`src/hw/rtl/pidc_pkg.sv`:
```
// Shared widths, register indexes and types of the PID controller.
`default_nettype none
package pidc_pkg;

   localparam int SAMPLE_W  = 16;
   localparam int GAIN_W    = 16;
   localparam int FRAC_BITS = 8;
   localparam int OUT_W     = 32;
   localparam int LIMIT_W   = 15;

   // error is one bit wider than a sample, the error difference one more
   localparam int ERR_W  = SAMPLE_W + 1;
   localparam int DIFF_W = SAMPLE_W + 2;
   localparam int INTG_W = LIMIT_W + 1;
   // weighted sum of the three terms, and that sum times the output gain
   localparam int OPND_W = DIFF_W + GAIN_W + 1;
   localparam int PROD_W = OPND_W + GAIN_W;
   localparam int CNT_W  = $clog2(GAIN_W);

   localparam logic [LIMIT_W-1:0] DEFAULT_LIMIT = {LIMIT_W{1'b1}};
   localparam logic [GAIN_W-1:0]  UNITY_GAIN    = GAIN_W'(1) << FRAC_BITS;

   localparam int CSR_INDEX_W = 3;
   localparam int CSR_DATA_W  = GAIN_W;
   localparam logic [CSR_INDEX_W-1:0] CSR_TOTAL_GAIN = 3'd0;
   localparam logic [CSR_INDEX_W-1:0] CSR_PROP_GAIN  = 3'd1;
   localparam logic [CSR_INDEX_W-1:0] CSR_INTEG_GAIN = 3'd2;
   localparam logic [CSR_INDEX_W-1:0] CSR_DERIV_GAIN = 3'd3;
   localparam logic [CSR_INDEX_W-1:0] CSR_INT_LIMIT  = 3'd4;

   typedef struct packed {
      logic [GAIN_W-1:0]  total_gain;
      logic [GAIN_W-1:0]  prop_gain;
      logic [GAIN_W-1:0]  integ_gain;
      logic [GAIN_W-1:0]  deriv_gain;
      logic [LIMIT_W-1:0] int_limit;
   } gains_type;

   typedef struct packed {
      logic step;   // take one multiplier digit this cycle
      logic first;  // most significant digit: restart the sum, negative weight
   } mac_ctl_type;

endpackage
`default_nettype wire

```
`src/hw/rtl/pidc_if.sv`:
```
// Request and response channel interfaces of the PID controller.
`default_nettype none
interface pidc_req_if;
   import pidc_pkg::*;
   logic                       valid;
   logic                       ready;
   logic signed [SAMPLE_W-1:0] target;
   logic signed [SAMPLE_W-1:0] feedback;
   modport source (output valid, target, feedback, input ready);
   modport sink (input valid, target, feedback, output ready);
endinterface

interface pidc_rsp_if;
   import pidc_pkg::*;
   logic                    valid;
   logic                    ready;
   logic signed [OUT_W-1:0] drive;
   logic                    saturated;
   modport source (output valid, drive, saturated, input ready);
   modport sink (input valid, drive, saturated, output ready);
endinterface
`default_nettype wire

```
`src/hw/rtl/pidc_csr.sv`:
```
// Gain and limit registers; any write to a known index requests a history clear.
`default_nettype none
module pidc_csr (
   input  wire logic                             clock,
   input  wire logic                             reset,
   input  wire logic                             csr_wr_en,
   input  wire logic [pidc_pkg::CSR_INDEX_W-1:0] csr_index,
   input  wire logic [pidc_pkg::CSR_DATA_W-1:0]  csr_wdata,
   output pidc_pkg::gains_type                   gains,
   output logic                                  hist_clr
);
   import pidc_pkg::*;

   gains_type gains_ff, gains_in;

   always_comb begin
      gains_in = gains_ff;
      hist_clr = 1'b0;
      if (csr_wr_en) begin
         hist_clr = 1'b1;
         case (csr_index)
            CSR_TOTAL_GAIN: gains_in.total_gain = csr_wdata;
            CSR_PROP_GAIN:  gains_in.prop_gain  = csr_wdata;
            CSR_INTEG_GAIN: gains_in.integ_gain = csr_wdata;
            CSR_DERIV_GAIN: gains_in.deriv_gain = csr_wdata;
            CSR_INT_LIMIT:  gains_in.int_limit  = csr_wdata[LIMIT_W-1:0];
            default:        hist_clr = 1'b0;   // unknown index: no effect
         endcase
      end
   end

   always_ff @(posedge clock) begin
      if (reset) begin
         gains_ff.total_gain <= UNITY_GAIN;
         gains_ff.prop_gain  <= '0;
         gains_ff.integ_gain <= '0;
         gains_ff.deriv_gain <= '0;
         gains_ff.int_limit  <= DEFAULT_LIMIT;
      end else begin
         gains_ff <= gains_in;
      end
   end

   assign gains = gains_ff;

endmodule
`default_nettype wire

```
`src/hw/rtl/pidc_mac.sv`:
```
// Bit-serial multiply-accumulate: up to three operands, one gain bit each per cycle while ctl.step is high.
`default_nettype none
module pidc_mac (
   input  wire logic                                clock,
   input  wire pidc_pkg::mac_ctl_type               ctl,
   input  wire logic signed [pidc_pkg::OPND_W-1:0]  opnd0,
   input  wire logic signed [pidc_pkg::OPND_W-1:0]  opnd1,
   input  wire logic signed [pidc_pkg::OPND_W-1:0]  opnd2,
   input  wire logic [2:0]                          digit,
   output logic signed [pidc_pkg::PROD_W-1:0]       acc
);
   import pidc_pkg::*;

   logic signed [PROD_W-1:0] acc_ff, acc_in;
   logic signed [PROD_W-1:0] term;

   // MSB first (Horner): acc = 2*acc + selected operands; the top bit
   // of a two's complement gain carries negative weight.
   always_comb begin
      term = (digit[0] ? PROD_W'(opnd0) : '0)
           + (digit[1] ? PROD_W'(opnd1) : '0)
           + (digit[2] ? PROD_W'(opnd2) : '0);
      if (ctl.first) begin
         acc_in = '0 - term;
      end else begin
         acc_in = {acc_ff[PROD_W-2:0], 1'b0} + term;
      end
   end

   always_ff @(posedge clock) begin
      if (ctl.step) begin
         acc_ff <= acc_in;
      end
   end

   assign acc = acc_ff;

endmodule
`default_nettype wire

```
`src/hw/rtl/pidc_out.sv`:
```
// Output stage: Q.16 to Q.8 shift, saturation to the drive width, result register.
`default_nettype none
module pidc_out (
   input  wire logic                               clock,
   input  wire logic                               reset,
   input  wire logic                               load,
   input  wire logic signed [pidc_pkg::PROD_W-1:0] prod,
   output logic                                    free,
   pidc_rsp_if.source                              rsp
);
   import pidc_pkg::*;

   localparam int SHIFT_W = PROD_W - FRAC_BITS;

   logic signed [SHIFT_W-1:0]       scaled;
   logic [SHIFT_W-OUT_W:0]          upper;
   logic                            in_range;
   logic                            valid_ff, valid_in;
   logic signed [OUT_W-1:0]         drive_ff, drive_in;
   logic                            sat_ff, sat_in;

   always_comb begin
      scaled   = SHIFT_W'(prod >>> FRAC_BITS);
      upper    = scaled[SHIFT_W-1:OUT_W-1];
      in_range = (upper == '0) || (upper == '1);
      free     = !valid_ff || rsp.ready;
      drive_in = drive_ff;
      sat_in   = sat_ff;
      valid_in = valid_ff && !rsp.ready;
      if (load) begin
         valid_in = 1'b1;
         sat_in   = !in_range;
         if (in_range) begin
            drive_in = scaled[OUT_W-1:0];
         end else if (scaled[SHIFT_W-1]) begin
            drive_in = {1'b1, {(OUT_W-1){1'b0}}};
         end else begin
            drive_in = {1'b0, {(OUT_W-1){1'b1}}};
         end
      end
   end

   always_ff @(posedge clock) begin
      if (reset) begin
         valid_ff <= 1'b0;
      end else begin
         valid_ff <= valid_in;
      end
      drive_ff <= drive_in;
      sat_ff   <= sat_in;
   end

   assign rsp.valid     = valid_ff;
   assign rsp.drive     = drive_ff;
   assign rsp.saturated = sat_ff;

endmodule
`default_nettype wire

```
`src/hw/rtl/pid_controller_int_clamp_unit.sv`:
```
// PID controller with integrator clamp: top level, sequencer and history.
//
// Usage:
//  - req carries one item: a target and a feedback sample (signed).
//    rsp carries the result: a saturated Q24.8 drive and a clip flag.
//    Both are valid/ready channels; a transfer happens when both are high.
//  - csr_wr_en/csr_index/csr_wdata write the gain and limit registers
//    (0 total, 1 proportional, 2 integral, 3 derivative, 4 limit). Any
//    write to a known index clears the integrator and previous error.
//    Write only while the block is idle.
//  - One item at a time: the next item is accepted only after the previous
//    result has been loaded into the output register. The sequencer
//    runs PREP, then the shared bit-serial MAC for the three gain terms
//    together (MAC1), then XFER, the MAC for the output gain (MAC2) and FIN.
//  - The result sits in an output register; a stalled receiver does not
//    stop the next item from being accepted and computed. Only the load
//    of the following result waits for the register to drain.
//  - Reset (synchronous, active high) restores the default gains, clears
//    the history and empties the output register.
`default_nettype none
module pid_controller_int_clamp_unit (
   input  wire logic                             clock,
   input  wire logic                             reset,
   pidc_req_if.sink                              req,
   pidc_rsp_if.source                            rsp,
   input  wire logic                             csr_wr_en,
   input  wire logic [pidc_pkg::CSR_INDEX_W-1:0] csr_index,
   input  wire logic [pidc_pkg::CSR_DATA_W-1:0]  csr_wdata
);
   import pidc_pkg::*;

   // sequencer states
   localparam logic [2:0] ST_IDLE = 3'd0;  // waiting for an item
   localparam logic [2:0] ST_PREP = 3'd1;  // integrator clamp, error difference
   localparam logic [2:0] ST_MAC1 = 3'd2;  // kp*e + ki*I + kd*d, one bit a cycle
   localparam logic [2:0] ST_XFER = 3'd3;  // sum becomes the next multiplicand
   localparam logic [2:0] ST_MAC2 = 3'd4;  // sum * total gain
   localparam logic [2:0] ST_FIN  = 3'd5;  // hand product to the output stage

   gains_type   gains;
   logic        hist_clr;
   mac_ctl_type mac_ctl;
   logic signed [PROD_W-1:0] mac_acc;
   logic        out_free;
   logic        out_load;

   logic [2:0]               state_ff, state_in;
   logic [CNT_W-1:0]         cnt_ff, cnt_in;
   logic signed [ERR_W-1:0]  err_ff, err_in;
   logic signed [ERR_W-1:0]  prev_ff, prev_in;
   logic signed [INTG_W-1:0] integ_ff, integ_in;
   logic signed [DIFF_W-1:0] diff_ff, diff_in;
   logic signed [OPND_W-1:0] op0_ff, op0_in;
   logic [GAIN_W-1:0]        kp_sr_ff, kp_sr_in;
   logic [GAIN_W-1:0]        ki_sr_ff, ki_sr_in;
   logic [GAIN_W-1:0]        kd_sr_ff, kd_sr_in;

   logic signed [DIFF_W-1:0] int_sum;
   logic signed [DIFF_W-1:0] lim;

   pidc_csr u_csr (
      .clock     (clock),
      .reset     (reset),
      .csr_wr_en (csr_wr_en),
      .csr_index (csr_index),
      .csr_wdata (csr_wdata),
      .gains     (gains),
      .hist_clr  (hist_clr)
   );

   assign req.ready = (state_ff == ST_IDLE);

   always_comb begin
      state_in = state_ff;
      cnt_in   = cnt_ff;
      err_in   = err_ff;
      prev_in  = prev_ff;
      integ_in = integ_ff;
      diff_in  = diff_ff;
      op0_in   = op0_ff;
      kp_sr_in = kp_sr_ff;
      ki_sr_in = ki_sr_ff;
      kd_sr_in = kd_sr_ff;
      mac_ctl  = '{step: 1'b0, first: 1'b0};
      out_load = 1'b0;

      // zero limit means the widest bound
      lim     = (gains.int_limit == '0) ? DIFF_W'(DEFAULT_LIMIT) : DIFF_W'(gains.int_limit);
      int_sum = DIFF_W'(integ_ff) + DIFF_W'(err_ff);

      case (state_ff)
         ST_IDLE: begin
            if (req.valid) begin
               err_in   = ERR_W'(req.target) - ERR_W'(req.feedback);
               state_in = ST_PREP;
            end
         end
         ST_PREP: begin
            if (int_sum > lim) begin
               integ_in = INTG_W'(lim);
            end else if (int_sum < -lim) begin
               integ_in = INTG_W'(-lim);
            end else begin
               integ_in = INTG_W'(int_sum);
            end
            diff_in  = DIFF_W'(err_ff) - DIFF_W'(prev_ff);
            prev_in  = err_ff;
            op0_in   = OPND_W'(err_ff);
            kp_sr_in = gains.prop_gain;
            ki_sr_in = gains.integ_gain;
            kd_sr_in = gains.deriv_gain;
            cnt_in   = '0;
            state_in = ST_MAC1;
         end
         ST_MAC1, ST_MAC2: begin
            mac_ctl  = '{step: 1'b1, first: (cnt_ff == '0)};
            kp_sr_in = {kp_sr_ff[GAIN_W-2:0], 1'b0};
            ki_sr_in = {ki_sr_ff[GAIN_W-2:0], 1'b0};
            kd_sr_in = {kd_sr_ff[GAIN_W-2:0], 1'b0};
            cnt_in   = cnt_ff + 1'b1;
            if (cnt_ff == CNT_W'(GAIN_W - 1)) begin
               state_in = (state_ff == ST_MAC1) ? ST_XFER : ST_FIN;
            end
         end
         ST_XFER: begin
            // second pass: only one operand, the others see zero digits
            op0_in   = mac_acc[OPND_W-1:0];
            kp_sr_in = gains.total_gain;
            ki_sr_in = '0;
            kd_sr_in = '0;
            cnt_in   = '0;
            state_in = ST_MAC2;
         end
         ST_FIN: begin
            if (out_free) begin
               out_load = 1'b1;
               state_in = ST_IDLE;
            end
         end
         default: begin
            state_in = ST_IDLE;
         end
      endcase

      if (hist_clr) begin
         integ_in = '0;
         prev_in  = '0;
      end
   end

   always_ff @(posedge clock) begin
      if (reset) begin
         state_ff <= ST_IDLE;
         cnt_ff   <= '0;
         integ_ff <= '0;
         prev_ff  <= '0;
      end else begin
         state_ff <= state_in;
         cnt_ff   <= cnt_in;
         integ_ff <= integ_in;
         prev_ff  <= prev_in;
      end
      err_ff   <= err_in;
      diff_ff  <= diff_in;
      op0_ff   <= op0_in;
      kp_sr_ff <= kp_sr_in;
      ki_sr_ff <= ki_sr_in;
      kd_sr_ff <= kd_sr_in;
   end

   pidc_mac u_mac (
      .clock (clock),
      .ctl   (mac_ctl),
      .opnd0 (op0_ff),
      .opnd1 (OPND_W'(integ_ff)),
      .opnd2 (OPND_W'(diff_ff)),
      .digit ({kd_sr_ff[GAIN_W-1], ki_sr_ff[GAIN_W-1], kp_sr_ff[GAIN_W-1]}),
      .acc   (mac_acc)
   );

   pidc_out u_out (
      .clock (clock),
      .reset (reset),
      .load  (out_load),
      .prod  (mac_acc),
      .free  (out_free),
      .rsp   (rsp)
   );

endmodule
`default_nettype wire

```
`src/flat_wrapper.sv`:
```
// flat-port wrapper written by rule: the top's interface ports become plain ports
module pid_controller_int_clamp_unit_flat import pidc_pkg::*;
  (clock, reset, csr_wr_en, csr_index, csr_wdata, req_valid, req_target, req_feedback, req_ready, rsp_valid, rsp_drive, rsp_saturated, rsp_ready);
  pidc_req_if req_i ();
  pidc_rsp_if rsp_i ();
  input  wire logic clock;
  input  wire logic reset;
  input  wire logic csr_wr_en;
  input  wire logic [pidc_pkg::CSR_INDEX_W-1:0] csr_index;
  input  wire logic [pidc_pkg::CSR_DATA_W-1:0] csr_wdata;
  input wire logic [$bits(req_i.valid)-1:0] req_valid;
  input wire logic [$bits(req_i.target)-1:0] req_target;
  input wire logic [$bits(req_i.feedback)-1:0] req_feedback;
  output wire logic [$bits(req_i.ready)-1:0] req_ready;
  output wire logic [$bits(rsp_i.valid)-1:0] rsp_valid;
  output wire logic [$bits(rsp_i.drive)-1:0] rsp_drive;
  output wire logic [$bits(rsp_i.saturated)-1:0] rsp_saturated;
  input wire logic [$bits(rsp_i.ready)-1:0] rsp_ready;
  assign req_i.valid = req_valid;
  assign req_i.target = req_target;
  assign req_i.feedback = req_feedback;
  assign req_ready = req_i.ready;
  assign rsp_valid = rsp_i.valid;
  assign rsp_drive = rsp_i.drive;
  assign rsp_saturated = rsp_i.saturated;
  assign rsp_i.ready = rsp_ready;
  pid_controller_int_clamp_unit u_core (.clock(clock), .reset(reset), .req(req_i), .rsp(rsp_i), .csr_wr_en(csr_wr_en), .csr_index(csr_index), .csr_wdata(csr_wdata));
endmodule
```
`config.mk`:
```
export PLATFORM = sky130hd
export DESIGN_NAME = pid_controller_int_clamp_unit_flat
export DESIGN_NICKNAME = d
export VERILOG_FILES = /design/src/hw/rtl/pidc_pkg.sv /design/src/hw/rtl/pidc_if.sv /design/src/hw/rtl/pidc_csr.sv /design/src/hw/rtl/pidc_mac.sv /design/src/hw/rtl/pidc_out.sv /design/src/hw/rtl/pid_controller_int_clamp_unit.sv /design/src/flat_wrapper.sv
export SDC_FILE = /design/constraint.sdc
export NUM_CORES = 1
export LEC_CHECK = 0
export BUFFER_PORTS_ARGS = -buffer_cell sky130_fd_sc_hd__buf_2
export CAP_MARGIN = 10
export CORE_MARGIN = 3
export CORE_UTILIZATION = 60
export CTS_CLUSTER_SIZE = 14
export DETAILED_ROUTE_END_ITERATION = 16
export GPL_TIMING_DRIVEN = 0
export PLACE_DENSITY = 0.75
export SLEW_MARGIN = 30
export SYNTH_ARGS = -nofsm -noshare
export SYNTH_HDL_FRONTEND = slang
export SYNTH_HIERARCHICAL = 1
export SYNTH_SLANG_ARGS = --single-unit
```
`constraint.sdc`:
```
create_clock -name clock -period 7.5 [get_ports clock]
set_clock_uncertainty 0.05 [all_clocks]
set_input_delay 0.375 -clock clock [delete_from_list [all_inputs] [get_ports clock]]
set_output_delay 0.375 -clock clock [all_outputs]
set_load 0.02 [all_outputs]
```
* After elaboration in Yosys (flattened, before gate mapping)
Cells that the tools add are included.
W data, S select, Z words.
** Cells by class
- Reduce and logical (&&, ||, !) cells :: 25
- Equality and inequality tests :: 14
- Order comparisons :: 2
- Add/sub/neg operators :: 9
- Muxes and demuxes :: 25
** Operators with widths (number)
- $mux W51 :: 4
- $add A51 B51 Y51 :: 3
- $pmux W16 S3 :: 3
- $pmux W35 S2 :: 1
- $mux W32 :: 2
- $sub A1 B51 Y51 const A :: 1
- $mux W16 :: 2
- $add A16 B17 Y18 :: 1
- $gt A18 B18 Y1 :: 1
- $lt A18 B18 Y1 :: 1
- $neg A18 Y18 :: 1
- $sub A17 B17 Y18 :: 1
- $sub A16 B16 Y17 :: 1
- $logic_not A15 Y1 :: 1
- $mux W15 :: 1
- $pmux W3 S5 :: 1
- $eq A12 B12 Y1 const B :: 1
- $eq A3 B2 Y1 const B :: 4
- $logic_not A12 Y1 :: 1
- $mux W3 :: 4
- $reduce_and A2 Y1 :: 6
- $eq A3 B3 Y1 const B :: 3
- $pmux W4 S2 :: 1
- $eq A3 B1 Y1 const B :: 2
- 16 further kinds :: 28
** Word-level totals
- Register bits after elaboration :: 322
- Output and inout port bits :: 35
- Word-level logic and storage cells :: 94
- Bits of input ports :: 56

* Logic depth before layout (Yosys ltp)
Gate-level depths: netlist (run 1).
- Word-level depth :: 6
- Gate-level depth with buffers :: 26
- Depth with buffers taken out :: 24

* Modules after synthesis
The synthesis (run 1) kept the hierarchy.
** By module, submodules not included
- pid_controller_int_clamp_unit :: cells an instance 1137, seq. area each 4344.2 um2, area an instance 10283.6 um2, times used 1
- pidc_mac :: cells an instance 1263, seq. area each 1531.5 um2, area an instance 9564.2 um2, times used 1
- pidc_csr :: cells an instance 299, seq. area each 1581.5 um2, area an instance 3189.3 um2, times used 1
- pidc_out :: cells an instance 115, seq. area each 1011.0 um2, area an instance 1597.8 um2, times used 1

* Least setup slack after synthesis (run 1)
Ideal clock, no wire load.
- Kind :: flip-flop to flip-flop
- Start :: register u_core.ki_sr_ff[15]
- End :: register u_core.u_mac.acc_ff[47] (netlist: u_core/u_mac/acc[47]) (data pin)
- Cell stages (with the launch flop) :: 23
- Buffers on the path :: 2
- Clock period less this slack :: 5.999 ns
- Slack :: 1.501 ns
- Data arrival time :: 5.676 ns
- Setup time :: 0.273 ns
- Required time :: 7.177 ns
- Cells stage by stage :: edfxtp_1 -> clkbuf_1 -> clkbuf_1 -> nand2_1 -> fa_1 -> inv_1 -> ha_1 -> a21o_1 -> a211oi_2 -> nor2_1 -> a311o_1 -> a311oi_1 -> ha_1 -> a21oi_1 -> o21ai_0 -> or4_1 -> or3_1 -> a31o_2 -> a31oi_1 -> o211ai_1 -> a41oi_1 -> xor2_1 -> o21ai_0
** On the way
- Longest elaborated chain between the ends :: 5
- Elaborated cells between the ends (all ways) :: 6
- Classes of those cells :: add/sub (4); mux (2)
** RTL lines
- from (decl) :: line pid_controller_int_clamp_unit.sv:55 : logic [GAIN_W-1:0] ki_sr_ff, ki_sr_in;
- from (signal assigned) :: line pid_controller_int_clamp_unit.sv:167 : ki_sr_ff <= ki_sr_in;
- $mux W51 (*) :: line pidc_mac.sv:21 : + (digit[1] ? PROD_W'(opnd1) : '0)
- $add A51 B51 Y51 (*) :: line pidc_mac.sv:21
- $add A51 B51 Y51 (*) :: line pidc_mac.sv:22 : + (digit[2] ? PROD_W'(opnd2) : '0);
- $add A51 B51 Y51 or $sub A1 B51 Y51 (tied branches) :: line pidc_mac.sv:26, pidc_mac.sv:24
- $mux W51 (*) :: line pidc_mac.sv:23 : if (ctl.first) begin
- net u_core.u_mac.acc_in[47] :: line pidc_mac.sv:14 : logic signed [PROD_W-1:0] acc_ff, acc_in;
- to (signal assigned) :: line pidc_mac.sv:32 : acc_ff <= acc_in;
- to (decl) :: line pidc_mac.sv:14
The timed path passes the listed nets; every way through them passes the cells marked *.
A chain may end at the register's enable or synchronous reset.

* Worst setup path in the final report (run 1)
- Start :: register u_core.kp_sr_ff[15]
- End :: register u_core.u_mac.acc_ff[49] (netlist: u_core/u_mac/acc[49]) (data pin)
** On the way
- Longest elaborated chain between the ends :: 5
- Elaborated cells between the ends (all ways) :: 6
- Classes of those cells :: add/sub (4); mux (2)
** RTL lines
- from (decl) :: line pid_controller_int_clamp_unit.sv:54 : logic [GAIN_W-1:0] kp_sr_ff, kp_sr_in;
- from (signal assigned) :: line pid_controller_int_clamp_unit.sv:166 : kp_sr_ff <= kp_sr_in;
- $mux W51 (*) :: line pidc_mac.sv:20 : term = (digit[0] ? PROD_W'(opnd0) : '0)
- $add A51 B51 Y51 (*) :: line pidc_mac.sv:21
- $add A51 B51 Y51 (*) :: line pidc_mac.sv:22
- $add A51 B51 Y51 or $sub A1 B51 Y51 (tied branches) :: line pidc_mac.sv:26, pidc_mac.sv:24
- $mux W51 (*) :: line pidc_mac.sv:23
- net u_core.u_mac.acc_in[49] :: line pidc_mac.sv:14
Marked as above.

==> results of run 1 <==
[routing by layer]
metal / up-vias / share of wire / routed length (um) / track usage
li1: 10300 / - / - / -
met1: 10210 / 0.41 / 28550 / 0.3990
met2: 817 / 0.48 / 33380 / 0.5320
met3: 189 / 0.064 / 4477 / 0.03393
met4: 0 / 0.048 / 3362 / 0.1462
met5: - / 0 / 0 / 0
[worst max-delay path: stages, from the launching register on]
cell,delay (ns)
edfxtp_1,0.58
clkbuf_2,0.32
nand2_1,0.11
fa_1,0.52
inv_1,0.05
ha_1,0.43
nand3_1,0.18
nor4_1,0.54
nand4_1,0.30
a41oi_2,0.37
xor2_1,0.44
ha_1,0.38
a21oi_1,0.17
o21ai_0,0.17
or4_1,0.57
or3_1,0.44
a31oi_1,0.26
o31ai_1,0.18
a21boi_1,0.37
o41ai_1,0.18
xnor2_1,0.16
o21ai_1,0.07
[per-stage QoR]
step | setup TNS [ns] | hold WS, ns | util | total power [mW] | setup WS (ns)
after CTS | 0 | 0.02872 | 0.6744 | 7.309 | 0.005071
final | 0 | 0.05739 | 0.6776 | 7.362 | 0.3805
after floorplan | 0 | 0.3863 | - | 4.695 | 1.501
after global placement | -35.30 | 0.3919 | 0.6405 | 5.404 | -0.6799
after detailed placement | -1.162 | 0.3963 | 0.6448 | 5.494 | -0.2486
after global routing | 0 | 0.06664 | 0.6776 | 7.810 | 0.01939
[cell usage in the layout, fill, tap and decap left out, types with 23 or more instances in the layout]
cell type / count
edfxtp_1: 202
clkbuf_1: 81
a31oi_1: 23
and2_1: 27
o211ai_1: 25
o21ai_0: 139
a21oi_1: 166
buf_2: 102
xor2_1: 51
o21bai_1: 36
o21a_1: 34
nor2_1: 244
dfxtp_1: 119
inv_1: 212
mux2i_1: 90
or3_1: 26
fa_1: 40
nand2_1: 360
nand3_1: 55
ha_1: 170
clkbuf_16: 36
nand2b_1: 94
o31ai_1: 31
nor3_1: 47
a21o_1: 59
xnor2_1: 65
o21ai_2: 32
[flip-flops by register name, indices dropped and copies added (netlist names), 3 cells and up]
name,count
u_core/cnt_ff,4
u_core/diff_ff,18
u_core/err_ff,17
u_core/integ_ff,16
u_core/kd_sr_ff,16
u_core/ki_sr_ff,16
u_core/kp_sr_ff,16
u_core/op0_ff,35
u_core/prev_ff,17
u_core/state_ff,3
u_core/u_csr/gains,79
u_core/u_mac/acc,51
u_core/u_out/rsp.drive,32
[cell families after synthesis]
group,after synthesis,share of synthesized area
AOI/OAI and AO/OA,716,0.1970
xor gates and xnor gates,119,0.04231
adders and majority gates,210,0.1188
buffers and inverters,343,0.05922
DFF,322,0.3437
muxes,109,0.04541
and+or+nand+nor,995,0.1935
[power breakdown]
group / internal, mW / total (mW) / switching [mW]
logic: 1.26 / 3.24 / 1.98
registers: 2.17 / 2.33 / 0.151
clock network: 1.03 / 1.80 / 0.767
[worst paths after layout]
| check | from | end | slack (ns) |
|---|---|---|---|
| max | u_core/kp_sr_ff[15] | u_core/u_mac/acc[49] | 0.38 |
| min reg2reg | u_core/prev_ff[14] | u_core/prev_ff[14] | 0.40 |
| max reg2reg | u_core/kp_sr_ff[15] | u_core/u_mac/acc[49] | 0.38 |
| min | csr_wdata[4] | u_core/u_csr/gains[4] | 0.06 |
[what timing repair did]
item	4_1_cts	5_1_grt
gates resized for setup	2	22
hold buffers	0	0
buffers inserted	0	8
hold endpoints to repair	0	0
endpoints found under the setup margin	9	14
[area by class of cell]
| cell class | count | area (um2) | share of cell area |
|---|---|---|---|
| clock buffers | 47 | 1012 | 0.03717 |
| inverters | 213 | 799.5 | 0.02936 |
| well taps | 525 | 656.9 | 0.02412 |
| flip-flops and latches | 322 | 8469 | 0.3110 |
| repair buffers | 103 | 660.6 | 0.02426 |
| plain buffers | 125 | 649.4 | 0.02385 |
| clock inverters | 19 | 181.4 | 0.006662 |
| multi-input cells | 2149 | 14800 | 0.5436 |
==> metrics.md, run 1 <==
| Metric | Value |
|---|---|
| Outcome | `finished clean` |
| Area grow syn2layout | `10.54%` |
| # fillers | `about 3400` |
| Port Buf Inserts | `90` |
| TritonCTS clock tree | `yes` |
| Lkg Pwr | `approximately 12 nW` |
| Final layout net count | `3216` |
| Share of cells above drive strength 1 | `0.1122` |
| Post-synth EDFFs | `202` |
| Netlist cell types | `about 110` |
| Routed wire per std cell | `approximately 20 um` |
| Async set or reset register ratio after synthesis | `0` |
| Synth top area cells | `edfxtp_1 (25%), dfxtp_1 (9.8%), ha_1 (8.6%), nand2_1 (5.5%), nor2_1 (3.7%)` |
| Buffer levels on the longest clock path | `3` |
| GP Congestion | `0.9615` |
| RSZ-0062 raised after global routing | `no` |
| Count leader, synth | `nand2_1` |
| Pin count of the biggest net entering global routing | `36` |
| Tmin final | `slightly above 7 ns` |
| First-pass GRT wire length | `roughly 110 mm` |
| Final Hold Fails | `0` |
| Post-Syn Area | `roughly 25000 um2` |
| Area leader, netlist | `edfxtp_1` |
| Fin. max-slew vios | `0` |
| Initial core utilization | `0.6130` |
| Die ar. | `roughly 44000 um2` |
| Fin cells | `roughly 3500` |
| DP Wirelength | `between 50 and 60 mm` |
| Diodes inserted | `0` |
| Post-synth top flop | `edfxtp_1` |
| Final Cycle Share | `0.9493` |
| GRT Total Usage | `0.3117` |
| CTS buffer count | `36` |
| Vias in the first global route | `~21000` |
| Antenna viol nets, final | `0` |
| Iter 0 DRT Violations | `just under 2000` |
| Post-route DRC | `0` |
| Worst-Margin Slew | `around 0.94 ns` |
| H-tree Lvls | `2` |
| Crit path DAT | `between 7 and 8 ns` |
| Critical path fanouts, max | `10` |
| Syn_nets | `between 3000 and 4000` |
| Hold WC Path Type | `input pin to flop` |
| Vias | `between 20000 and 25000` |
| Drt via density | `between 6 and 7` |
| Critical Path RT | `7.74 ns` |
| WHS Path Cells | `3` |
| R2R cell count | `21` |
| Core area | `40190 um2` |
| Row count | `73` |
| Die Y | `about 210 um` |
| Setup CP Type | `flop to flop` |
| Placed Cells | `about 3400` |
| Synth warn | `6` |
| Post-Syn Instances | `about 2800` |
| First drt pass iteration count | `6` |
| Setup crit end kind | `flop` |
| Clock sinks | `322` |
| Final setup violation count | `0` |
| FMAX | `about 0.14 GHz` |
| Worst VDD drop | `~0.00020 V` |
| Clk slew on worst S/H paths | `around 0.06 ns` |
| Clock tree root buffer cell | `clkbuf_16` |
| Number of synthesized register bits | `approximately 320` |
| Mean Syn Cell Area | `8.754 um2` |
| Worst slew margin | `0.3762` |
| Pwr dens | `270.3 nW/um2` |
| Dpl cell area | `around 26000 um2` |
| Die Wd | `around 210 um` |
| Initial antenna violation count | `0` |
| CP startpoint kind | `flop` |
| GR Overflow Total | `0` |
| Top post-synthesis cells by count | `nand2_1 (360), nor2_1 (245), inv_1 (213)` |
| Max-Cap Viols | `0` |
| Skew-Pair Late Insertion Delay | `approximately 0.57 ns` |
| Synth top area share | `0.2462` |
| Final wirelength | `69.77 mm` |
| I/O Pins | `a little over 90` |
| Register area share after synthesis | `0.3437` |
| Post-route cell area | `~27000 um2` |
(Power assumes the default switching activity.)
==> run 2: changes to the inputs <==
==> constraint.sdc (replaced) <==
create_clock -name clock -period 8.05 [get_ports clock]
set_clock_uncertainty 0.05 [all_clocks]
set_input_delay 0.4025 -clock clock [delete_from_list [all_inputs] [get_ports clock]]
set_output_delay 0.4025 -clock clock [all_outputs]
set_load 0.02 [all_outputs]
==> run 2 against run 1 <==
- worst setup slack worse by 0.052 ns
- cell count is 0.14% lower
- combinational power is 7.1% lower
- global-route usage hardly changed
- clock power is 7% lower
- largest cell class unchanged
- die area stayed put
- sequential power is 7% lower
- utilization is 0.24 points lower
- routed wire length is 0.14% lower
- count of clock-buffer cells in the layout stayed put
- register-to-register slack worse by 0.05 ns
- highest routed layer unchanged
==> metrics.md, run 2 (same netlist as run 1, synthesis figures left out) <==
| Metric | Value |
|---|---|
| CP startpoint kind | `flop` |
| Hold_ws | `0.08387 ns (+0.02648 ns)` |
| Vias in the first global route | `21090 (+0.0095%)` |
| Post-route DRC | `0 (unchanged)` |
| Routed wire per std cell | `19.92 um (about the same)` |
| CTS buffer count | `36 (unchanged)` |
| GR Overflow Total | `0 (unchanged)` |
| Pwr dens | `252.3 nW/um2 (-6.7%)` |
| Setup ws final | `0.3281 ns (-0.05237 ns)` |
| Worst-path cell chain | `clkbuf_1, nand2_1, fa_1, inv_1, ha_1, nand3_1, nor4_1, nand4_1, a41oi_1, a21oi_1, nor3_2, a31oi_1, ha_1, clkbuf_1, a21oi_1, o21bai_1, a21o_1, a21oi_1, inv_1, a2111oi_0, o211ai_1, a41oi_1, xor2_1, o21ai_0` |
| DP Wirelength | `53.38 mm (unchanged)` |
| Initial antenna violation count | `0 (unchanged)` |
| Final setup violation count | `0 (unchanged)` |
| Outcome | `finished clean` |
| Max-Cap Viols | `0 (unchanged)` |
| Dpl cell area | `25910 um2 (unchanged)` |
| Row count | `73 (unchanged)` |
| DR top layer | `met4` |
| Diodes inserted | `0 (unchanged)` |
| Hold WC Path Type | `input pin to flop` |
| Initial core utilization | `0.6130 (unchanged)` |
| Worst-Margin Slew | `0.9397 ns (+0.003898 ns)` |
| Register area | `8469 um2 (unchanged)` |
| Drt via density | `6.163 (+0.35%)` |
| Clk slew on worst S/H paths | `0.06 ns (about the same)` |
| Share of cells above drive strength 1 | `0.1063 (-0.005866)` |
| Clock sinks | `322 (unchanged)` |
| Port Buf Inserts | `90 (unchanged)` |
| Pin count of the biggest net entering global routing | `36 (unchanged)` |
| Worst path max stage delay | `0.64 ns (+0.06 ns)` |
| Core area | `40190 um2 (unchanged)` |
| Crit path DAT | `7.96 ns (+0.60 ns)` |
| Final Hold Fails | `0 (unchanged)` |
| Crit-path slowest cell | `edfxtp_1` |
| Critical Path RT | `8.28 ns (+0.54 ns)` |
| Setup CP Type | `flop to flop` |
| Met3 wire length | `4.256 mm (-4.9%)` |
| Clock tree root buffer cell | `clkbuf_16` |
| First-pass GRT wire length | `109.8 mm (about the same)` |
| TritonCTS clock tree | `yes` |
| RSZ-0062 raised after global routing | `no` |
| Worst VDD drop | `0.0001833 V (-6.1%)` |
| Fin. max-slew vios | `0 (unchanged)` |
| Tmin final | `7.722 ns (+0.6024 ns)` |
| Place WS | `0.3014 ns (+0.5500 ns)` |
| GRT Total Usage | `0.3116 (about the same)` |
| Lkg Pwr | `11.56 nW (-0.59%)` |
| Skew-Pair Late Insertion Delay | `0.56 ns (about the same)` |
| Gate family responsible for the most delay along the worst path | `compound AO/OA/AOI/OAI gates` |
| Die Wd | `208.6 um (unchanged)` |
| Met2 routed WL | `33.35 mm (-0.11%)` |
| Worst Path Buf+Inv | `4 (+2)` |
| Hold_buf cts | `0 (unchanged)` |
| Antenna viol nets, final | `0 (unchanged)` |
| Buffer levels on the longest clock path | `3 (unchanged)` |
| Final wirelength | `69.67 mm (-0.14%)` |
| Fin cells | `3498 (-0.14%)` |
| Area grow syn2layout | `10.15%` |
| Max reg flops | `79 (unchanged)` |
| Die Y | `208.6 um (unchanged)` |
| H-tree Lvls | `2 (unchanged)` |
| Worst slew margin | `0.3736 (-0.002598)` |
| First drt pass iteration count | `5 (-1)` |
| Top cell by count, worst path | `a21oi_1` |
| I/O Pins | `91 (unchanged)` |
| Most common cell after layout, fill and taps aside | `nand2_1` |
| GP Congestion | `0.9615 (unchanged)` |
| Placed Cells | `3434 (unchanged)` |
| FMAX | `0.1295 GHz (-7.8%)` |
| Final Cycle Share | `0.9592 (+0.009972)` |
| Vias | `21560 (+0.20%)` |
| Iter 0 DRT Violations | `1965 (+1.0%)` |
| Commonest non-fill, non-tap cells in the layout | `nand2_1 (360), nor2_1 (244), inv_1 (212)` |
| Critical path fanouts, max | `10 (unchanged)` |
| Post-layout util | `0.6752 (-0.002428)` |
| Post-route cell area | `27130 um2 (-0.36%)` |
| Die ar. | `43530 um2 (unchanged)` |
| Final layout net count | `3211 (-0.16%)` |
| # fillers | `3360 (+0.089%)` |
| Setup crit end kind | `flop` |
| Met1 Wirelength | `28.75 mm (+0.70%)` |
| Multi-input gate area | `14760 um2 (-0.31%)` |
## run 2: what timing repair did
action,CTS,global route
setup buffers,0,1
endpoints found under the setup margin,0,7
resized for setup,0,5
## run 2: per-stage QoR
stage | TNS (ns) | power, mW
after floorplan | 0 | 4.374
after CTS | 0 | 6.809
after global routing | 0 | 7.262
after detailed placement | 0 | 5.119
after global placement | -0.8883 | 5.034
final | 0 | 6.846
## run 2: where the power goes
group / internal, mW / switching [mW] / total (mW)
registers: 2.03 / 0.141 / 2.17
clock network: 0.961 / 0.713 / 1.67
logic: 1.17 / 1.84 / 3.01
total: 4.15 / 2.69 / 6.85
## run 2: worst min-delay path, stage by stage
cell and delay [ns]:
buf_2 0.09, nor2_1 0.05, mux2i_1 0.12
## run 2: path summary, 6_finish.rpt
check / start / endpoint / slack [ns] / cells past startpoint
worst max-delay path: u_core/ki_sr_ff[15] / u_core/u_mac/acc[47] / 0.33 / 24
worst min-delay path: csr_wdata[4] / u_core/u_csr/gains[4] / 0.08 / 3
worst max register to register: u_core/ki_sr_ff[15] / u_core/u_mac/acc[47] / 0.33 / 24
worst min register to register: u_core/prev_ff[14] / u_core/prev_ff[14] / 0.40 / 2
## run 2: metal layers
layer,up-vias,GRT usage
met5,-,0
met4,0,0.1448
met3,182,0.03303
met2,795,0.5326
met1,10300,0.3993
li1,10280,-
## run 2: cell type report
cell class              instances  share of cell area
repair buffers                 96             0.02241
clock buffers                  47             0.03730
clock inverters                19            0.006686
inverters                     213             0.02946
flip-flops and latches        322              0.3121
plain buffers                 127             0.02398
multi-input cells            2149              0.5438
well taps                     525             0.02421
